`src/hw/rtl/gwm_pkg.sv`:
```
// Shared types and constants of the glob wildcard matcher.
// Used by the position cells, the closure network and the top level.
package gwm_pkg;

   // Number of pattern positions; the cell row has one more for the end position.
   localparam int PATTERN_MAX = 16;
   localparam int CELL_NUM    = PATTERN_MAX + 1;
   localparam int LEN_W       = $clog2(PATTERN_MAX + 1);

   // Configuration layout.
   localparam int CSR_DATA_W    = 64;
   localparam int CSR_INDEX_W   = 2;
   localparam int PAT_LEN_W     = 5;
   localparam int CHAR_W        = 8;
   localparam int PAT_STORED    = 16;
   localparam int PAT_BITS      = PAT_STORED * CHAR_W;

   localparam logic [CSR_INDEX_W-1:0] CSR_PATTERN_LEN  = 2'd0;
   localparam logic [CSR_INDEX_W-1:0] CSR_PATTERN_LOW  = 2'd1;
   localparam logic [CSR_INDEX_W-1:0] CSR_PATTERN_HIGH = 2'd2;

   // Input commands.
   localparam logic CMD_CHAR = 1'b0;
   localparam logic CMD_END  = 1'b1;

   // Wildcard bytes.
   localparam logic [CHAR_W-1:0] STAR_BYTE  = 8'h2A;
   localparam logic [CHAR_W-1:0] QMARK_BYTE = 8'h3F;

   // Per-cycle control that every cell sees.
   typedef struct packed {
      logic step;
      logic restart;
   } gwm_ctl_type;

endpackage

```
`src/hw/rtl/gwm_cell.sv`:
```
// One pattern position of the matcher: holds its active bit and hands
// an advance flag to the next cell. Depends on gwm_pkg.
module gwm_cell (
   input  logic                          clock,
   input  logic                          reset,
   input  gwm_pkg::gwm_ctl_type          ctl,
   input  logic [gwm_pkg::CHAR_W-1:0]    ch,
   input  logic [gwm_pkg::CHAR_W-1:0]    pat_byte,
   input  logic                          in_use,
   input  logic                          is_start,
   input  logic                          closed_in,
   input  logic                          carry_in,
   output logic                          active_out,
   output logic                          star_out,
   output logic                          carry_out
);
   import gwm_pkg::*;

   logic active_ff;
   logic active_in;
   logic lit_hit;

   // Classify the pattern byte of this position.
   assign star_out  = in_use && (pat_byte == STAR_BYTE);
   assign lit_hit   = in_use && !star_out && ((pat_byte == QMARK_BYTE) || (pat_byte == ch));
   assign carry_out = closed_in && lit_hit;

   // A star keeps its position; any other hit advances to the right neighbor.
   always_comb begin
      active_in = active_ff;
      if (ctl.restart) begin
         active_in = is_start;
      end else if (ctl.step) begin
         active_in = (closed_in && star_out) || carry_in;
      end
   end

   always_ff @(posedge clock) begin
      if (reset) begin
         active_ff <= is_start;
      end else begin
         active_ff <= active_in;
      end
   end

   assign active_out = active_ff;

endmodule

```
`src/hw/rtl/gwm_closure.sv`:
```
// Empty-run closure of the active set: a star lets its successor be active.
// Each output bit is formed independently from the row. Depends on gwm_pkg.
module gwm_closure (
   input  logic [gwm_pkg::CELL_NUM-1:0] active,
   input  logic [gwm_pkg::CELL_NUM-1:0] in_range,
   input  logic [gwm_pkg::CELL_NUM-1:0] star,
   output logic [gwm_pkg::CELL_NUM-1:0] closed
);
   import gwm_pkg::*;

   logic [CELL_NUM-1:0] live;
   logic                acc;
   logic                run;

   assign live = active & in_range;

   // Position k is reachable if some live position i <= k is followed by stars up to k.
   always_comb begin
      closed = '0;
      acc    = 1'b0;
      run    = 1'b1;
      for (int k = 0; k < CELL_NUM; k++) begin
         acc = 1'b0;
         run = 1'b1;
         for (int i = k; i >= 0; i--) begin
            if (i < k) begin
               run = run & star[i];
            end
            acc = acc | (run & live[i]);
         end
         closed[k] = acc;
      end
   end

endmodule

```
`src/hw/rtl/glob_wildcard_match_top.sv`:
```
// Glob wildcard matcher: streamed source bytes against a configured pattern.
// Usage notes:
//   The req channel carries one item per transfer: req_cmd low with a
//   source byte in req_ch, or req_cmd high to close the string.
//   The rsp channel carries one transfer per closed string; rsp_matched
//   is high when the whole source matched the whole pattern.
//   Items are taken at one per cycle while req_stall is low; the row of
//   position cells updates every active position in parallel in the cycle of the transfer.
//   A result is shown the cycle after its end item and sits in a single
//   output register, which reloads in the same cycle it is taken.
//   While a result is held and rsp_stall is high, req_stall is raised.
//   The csr port writes pattern_len (index 0) and the pattern bytes
//   (index 1 for bytes 0 to 7, index 2 for bytes 8 to 15); a write acts
//   at once, also on a string in progress.
//   Reset clears the pattern registers, leaves only the start position
//   active and empties the output register.
module glob_wildcard_match_top (
   input  logic                              clock,
   input  logic                              reset,
   input  logic                              req_valid,
   output logic                              req_stall,
   input  logic                              req_cmd,
   input  logic [gwm_pkg::CHAR_W-1:0]        req_ch,
   output logic                              rsp_valid,
   input  logic                              rsp_stall,
   output logic                              rsp_matched,
   input  logic                              csr_wr_en,
   input  logic [gwm_pkg::CSR_INDEX_W-1:0]   csr_index,
   input  logic [gwm_pkg::CSR_DATA_W-1:0]    csr_wr_data
);
   import gwm_pkg::*;

   logic [PAT_LEN_W-1:0]  pattern_len_ff;
   logic [CSR_DATA_W-1:0] pattern_low_ff;
   logic [CSR_DATA_W-1:0] pattern_high_ff;
   logic [PAT_BITS-1:0]   pattern_bits;
   logic [LEN_W-1:0]      eff_len;

   logic [CHAR_W-1:0]     pat_bytes [CELL_NUM];
   logic [CELL_NUM-1:0]   in_use;
   logic [CELL_NUM-1:0]   in_range;
   logic [CELL_NUM-1:0]   active;
   logic [CELL_NUM-1:0]   star;
   logic [CELL_NUM-1:0]   closed;
   logic [CELL_NUM:0]     carry;

   gwm_ctl_type           ctl;
   logic                  req_xfer;
   logic                  rsp_xfer;
   logic                  rsp_valid_ff;
   logic                  rsp_valid_in;
   logic                  rsp_matched_ff;
   logic                  rsp_matched_in;

   // Configuration registers.
   always_ff @(posedge clock) begin
      if (reset) begin
         pattern_len_ff  <= '0;
         pattern_low_ff  <= '0;
         pattern_high_ff <= '0;
      end else if (csr_wr_en) begin
         case (csr_index)
            CSR_PATTERN_LEN:  pattern_len_ff  <= csr_wr_data[PAT_LEN_W-1:0];
            CSR_PATTERN_LOW:  pattern_low_ff  <= csr_wr_data;
            CSR_PATTERN_HIGH: pattern_high_ff <= csr_wr_data;
            default: begin
            end
         endcase
      end
   end

   // Effective length is capped at the number of positions.
   always_comb begin
      if (int'(pattern_len_ff) > PATTERN_MAX) begin
         eff_len = LEN_W'(PATTERN_MAX);
      end else begin
         eff_len = LEN_W'(pattern_len_ff);
      end
   end

   // Pattern bytes per position; positions past the stored bytes read as zero.
   assign pattern_bits = PAT_BITS'({pattern_high_ff, pattern_low_ff});

   always_comb begin
      for (int j = 0; j < CELL_NUM; j++) begin
         if (j < PAT_STORED) begin
            pat_bytes[j] = pattern_bits[CHAR_W*j +: CHAR_W];
         end else begin
            pat_bytes[j] = '0;
         end
      end
   end

   // Handshake: input waits only while a held result is stalled.
   assign req_stall = rsp_valid_ff && rsp_stall;
   assign req_xfer  = req_valid && !req_stall;
   assign rsp_xfer  = rsp_valid_ff && !rsp_stall;

   assign ctl.step    = req_xfer && (req_cmd == CMD_CHAR);
   assign ctl.restart = req_xfer && (req_cmd == CMD_END);

   // Row of position cells; cell j advances into cell j+1.
   assign carry[0] = 1'b0;

   for (genvar j = 0; j < CELL_NUM; j++) begin : g_cell
      assign in_use[j]   = (eff_len > LEN_W'(j));
      assign in_range[j] = (eff_len >= LEN_W'(j));

      gwm_cell u_cell (
         .clock      (clock),
         .reset      (reset),
         .ctl        (ctl),
         .ch         (req_ch),
         .pat_byte   (pat_bytes[j]),
         .in_use     (in_use[j]),
         .is_start   (j == 0),
         .closed_in  (closed[j]),
         .carry_in   (carry[j]),
         .active_out (active[j]),
         .star_out   (star[j]),
         .carry_out  (carry[j+1])
      );
   end

   gwm_closure u_closure (
      .active   (active),
      .in_range (in_range),
      .star     (star),
      .closed   (closed)
   );

   // Output register: loads on an end item, clears when its transfer completes.
   always_comb begin
      rsp_valid_in   = rsp_valid_ff;
      rsp_matched_in = rsp_matched_ff;
      if (ctl.restart) begin
         rsp_valid_in   = 1'b1;
         rsp_matched_in = closed[eff_len];
      end else if (rsp_xfer) begin
         rsp_valid_in = 1'b0;
      end
   end

   always_ff @(posedge clock) begin
      if (reset) begin
         rsp_valid_ff <= 1'b0;
      end else begin
         rsp_valid_ff <= rsp_valid_in;
      end
   end

   always_ff @(posedge clock) begin
      rsp_matched_ff <= rsp_matched_in;
   end

   assign rsp_valid   = rsp_valid_ff;
   assign rsp_matched = rsp_matched_ff;

endmodule

```
`config.mk`:
```
export PLATFORM = sky130hd
export DESIGN_NAME = glob_wildcard_match_top
export DESIGN_NICKNAME = d
export VERILOG_FILES = /design/src/hw/rtl/gwm_pkg.sv /design/src/hw/rtl/gwm_cell.sv /design/src/hw/rtl/gwm_closure.sv /design/src/hw/rtl/glob_wildcard_match_top.sv
export SDC_FILE = /design/constraint.sdc
export NUM_CORES = 1
export LEC_CHECK = 0
export ABC_AREA = 1
export ABC_CLOCK_PERIOD_IN_PS = 2500
export BUFFER_PORTS_ARGS = -buffer_cell sky130_fd_sc_hd__buf_2
export CAP_MARGIN = 40
export CORE_ASPECT_RATIO = 1.1
export CORE_MARGIN = 5
export CORE_UTILIZATION = 60
export DETAILED_ROUTE_END_ITERATION = 12
export PLACE_DENSITY = 0.83
export SLEW_MARGIN = 20
export SYNTH_ARGS = -nofsm -noshare
export SYNTH_HDL_FRONTEND = slang
export SYNTH_SLANG_ARGS = --single-unit
```
`constraint.sdc`:
```
create_clock -name clock -period 2.5 [get_ports clock]
set_input_delay 0.25 -clock clock [delete_from_list [all_inputs] [get_ports clock]]
set_output_delay 0.25 -clock clock [all_outputs]
set_load 0.02 [all_outputs]
```
==> reports/results.ini <==
[clock_network]
cts.sinks=152
root_buffer=clkbuf_16
htreeDepth=4
cts_buffers=17
clk_pin_slew_ns=0.06
clk_path_buf_depth=2
hold_buffers=0
clk_latency_ns=0.43
cts_tree=yes

[run]
maxCapViolCount=0

[run_status]
status=complete, no violations

[timing]
hold_violations=0
worst_pin_slew_ns=0.849
finalSetupTns_ns=0
slew_violations=0
fmax_mhz=429
finalCritPeriodShare_pct=93.3
finalCriticalPeriod_ns=2.33
rsz0062_at_grt=false
clock_skew_ns=0.00859
setup_viol=0
max_slew_margin_pct=43.4

[worst_setup_path]
cp.arrival_ns=2.71
reg2reg_depth=14
r2r-start=pattern_len_ff[0]
worst-path-max-fanout=8
worstSetupStartpointType=flop
endpoint_kind=flop
reg2reg_slack_ns=0.17
required_ns=2.87
rr_endpoint=g_cell[15].u_cell.active_out
critPathKind=flop to flop

[place]
hpwl_um=23000
io_buffers=82
gp_congestion=1.07

[logic_synthesis]
synthArstFlopShare_pct=0
synth_top_area_share_pct=32.8
synth-main-ff-cell=dfxtp_1
ys_seq_area_share_pct=33.1
syn_inst=1462
synthSimpleGateAreaFrac_pct=32.3
synth_xor_area_share_pct=4.85
synth_cell_types=46
syn_avg_cell_area_um2=6.30
synth_nets=1542
syn_area_um2=9220
synthMuxAreaShare_pct=0
synth_area_leader_cell=dfxtp_1
synthTopCellsByArea=dfxtp_1 33%, nand2_1 14%, o21ai_0 8.0%
synth-edff-count=1
synth_top_family_by_area=simple AND/OR/NAND/NOR gates
synth_compound_gate_area_share_pct=19.3
yosysWarnings=0
synth_seq_cells=152
synth_adder_area_share_pct=0

[floorplan]
initial_core_util_pct=61.2
die-height_um=140
io_pins=83
coreArea_um2=15100
die_w_um=128
num_rows=47
dieArea_um2=17900

[power]
ir_drop_mv=0.424
clkPwrFrac_pct=42.6
p_sw_share_pct=28.5
comb_power_share_pct=14.9
power.density_nw_per_um2=586
intPower_uw=4480
p_seq_share_pct=42.5
total_leakage_power_uw=0.00449
p_sw_uw=1790

[finish]
final_util_pct=71.1
layout_common_cells=336 x nand2_1, 174 x inv_1, 151 x nor2_1
n_antenna_cell=0
drive_gt1_share_pct=14.3
syn2layout_area_growth_pct=16.1
final_net_count=1631
final_common_cell=nand2_1

[worst_hold_path]
holdPathEnd=pattern_low_ff[62]
hold_path_class=input pin to flop
hold_start=csr_wr_data[62]
hold-path-cell-count=3

[detailed_routing]
drt_iter0_drc=921
vias_per_cell=5.83
drt_first_pass_iters=6
dr_total_vias=10249
wl_per_cell_um=17.9
ant_nets=0
drt_wl_total_um=31400
drc=0

[grt]
antenna_found_initial=0
grt_pass1_wl_um=49400
grt_max_degree=135
overflow=0
grt_pass1_vias=9681
grtUsageTotal_pct=34.6

[power by group through the flow]
stage	Combinational, µW	Clock (µW)	Sequential [µW]
2_1_floorplan	597	0	2690
3_3_place_gp	887	0	2710
3_5_place_dp	905	0	2720
4_1_cts	911	2670	2660
5_1_grt	1020	2790	2680
6_report	933	2670	2670
[repair_timing]
item                       4_1_cts  5_1_grt
buffers inserted                 0        1
resized for setup                0       14
setup endpoints to repair        0        8
[stage by stage]
step                      instances  worst slack [ns]  instance area [µm²]  power (µW)  hold slack (ns)
after floorplan                1462             0.540                 9220        3290            0.385
final                          1759             0.167                10700        6270           0.0660
after global placement         1727            0.0760                10100        3600            0.452
after detailed placement       1727            0.0803                10100        3620            0.460
after CTS                      1758            0.0675                10700        6250           0.0543
after global routing           1759           0.00571                10700        6500           0.0695
[cell usage after synthesis (4+ instances only)]
cell type,count
nor3_1,17
xor2_1,8
nand4_1,50
o41ai_1,4
nor2_1,155
o221ai_1,5
nor2_2,7
dfxtp_1,151
nor4_1,17
o21ai_0,147
nand3_2,9
nand2_2,7
inv_1,175
a21oi_1,134
a31oi_1,6
nand3_1,70
xnor2_1,43
buf_1,4
o211ai_1,9
inv_2,6
or2_2,5
o2111ai_1,7
nand2_1,337
clkbuf_1,59
[routing by layer]
metal | share of wire, % | up-vias | global-route usage (%)
met3 | 8.8 | 126 | 7.54
met1 | 40 | 4692 | 44.2
li1 | - | 4979 | -
met4 | 5.2 | 0 | 17.6
met2 | 46 | 452 | 54.8
met5 | 0 | - | 0
[registers in the layout, indices dropped and copies added, names as in the netlist]
register	cells
pattern_high_ff	64
pattern_low_ff	64
g_cell.u_cell.active_out	17
pattern_len_ff	5
rsp_matched	1
rsp_valid	1
[cell families (layout without fill, tap and decap cells)]
family / Yosys count / count (layout)
xor+xnor: 51 / 51
flops: 152 / 152
buf+inv: 251 / 352
compound gates: 327 / 327
simple gates: 681 / 681
[how the worst max path moves through the flow]
stage                            start                      endpoint  slack (ns)  depth (start not counted)
finish               pattern_len_ff[0]  g_cell[15].u_cell.active_out        0.17                         14
global route        pattern_low_ff[62]                   rsp_matched       0.006                         13
CTS                  pattern_len_ff[4]                   rsp_matched        0.07                         17
detailed placement   pattern_len_ff[4]                   rsp_matched        0.08                         17
global placement     pattern_len_ff[4]                   rsp_matched        0.08                         17
floorplan            pattern_len_ff[3]                   rsp_matched        0.54                         15
[cell type report]
class	instances	area, µm²
clock inverter	11	148
multi-input combinational	1059	5250
inverter	184	693
clock buffer	20	447
tap	196	245
timing repair buffer	137	865
fill	1344	4350
sequential	152	3060
[worst max-delay path, stage by stage (launching register included)]
cell,delay [ns]
dfxtp_1,0.51
nand3_2,0.22
o21ai_2,0.22
nand2_1,0.13
nor3_2,0.21
buf_4,0.16
nand3_1,0.09
nor2_1,0.14
nand2_2,0.07
nand3_2,0.09
buf_4,0.12
o211ai_1,0.08
o21ai_1,0.14
nand2_1,0.07
inv_1,0.05
Note: power is estimated with default switching activity, not from simulation.
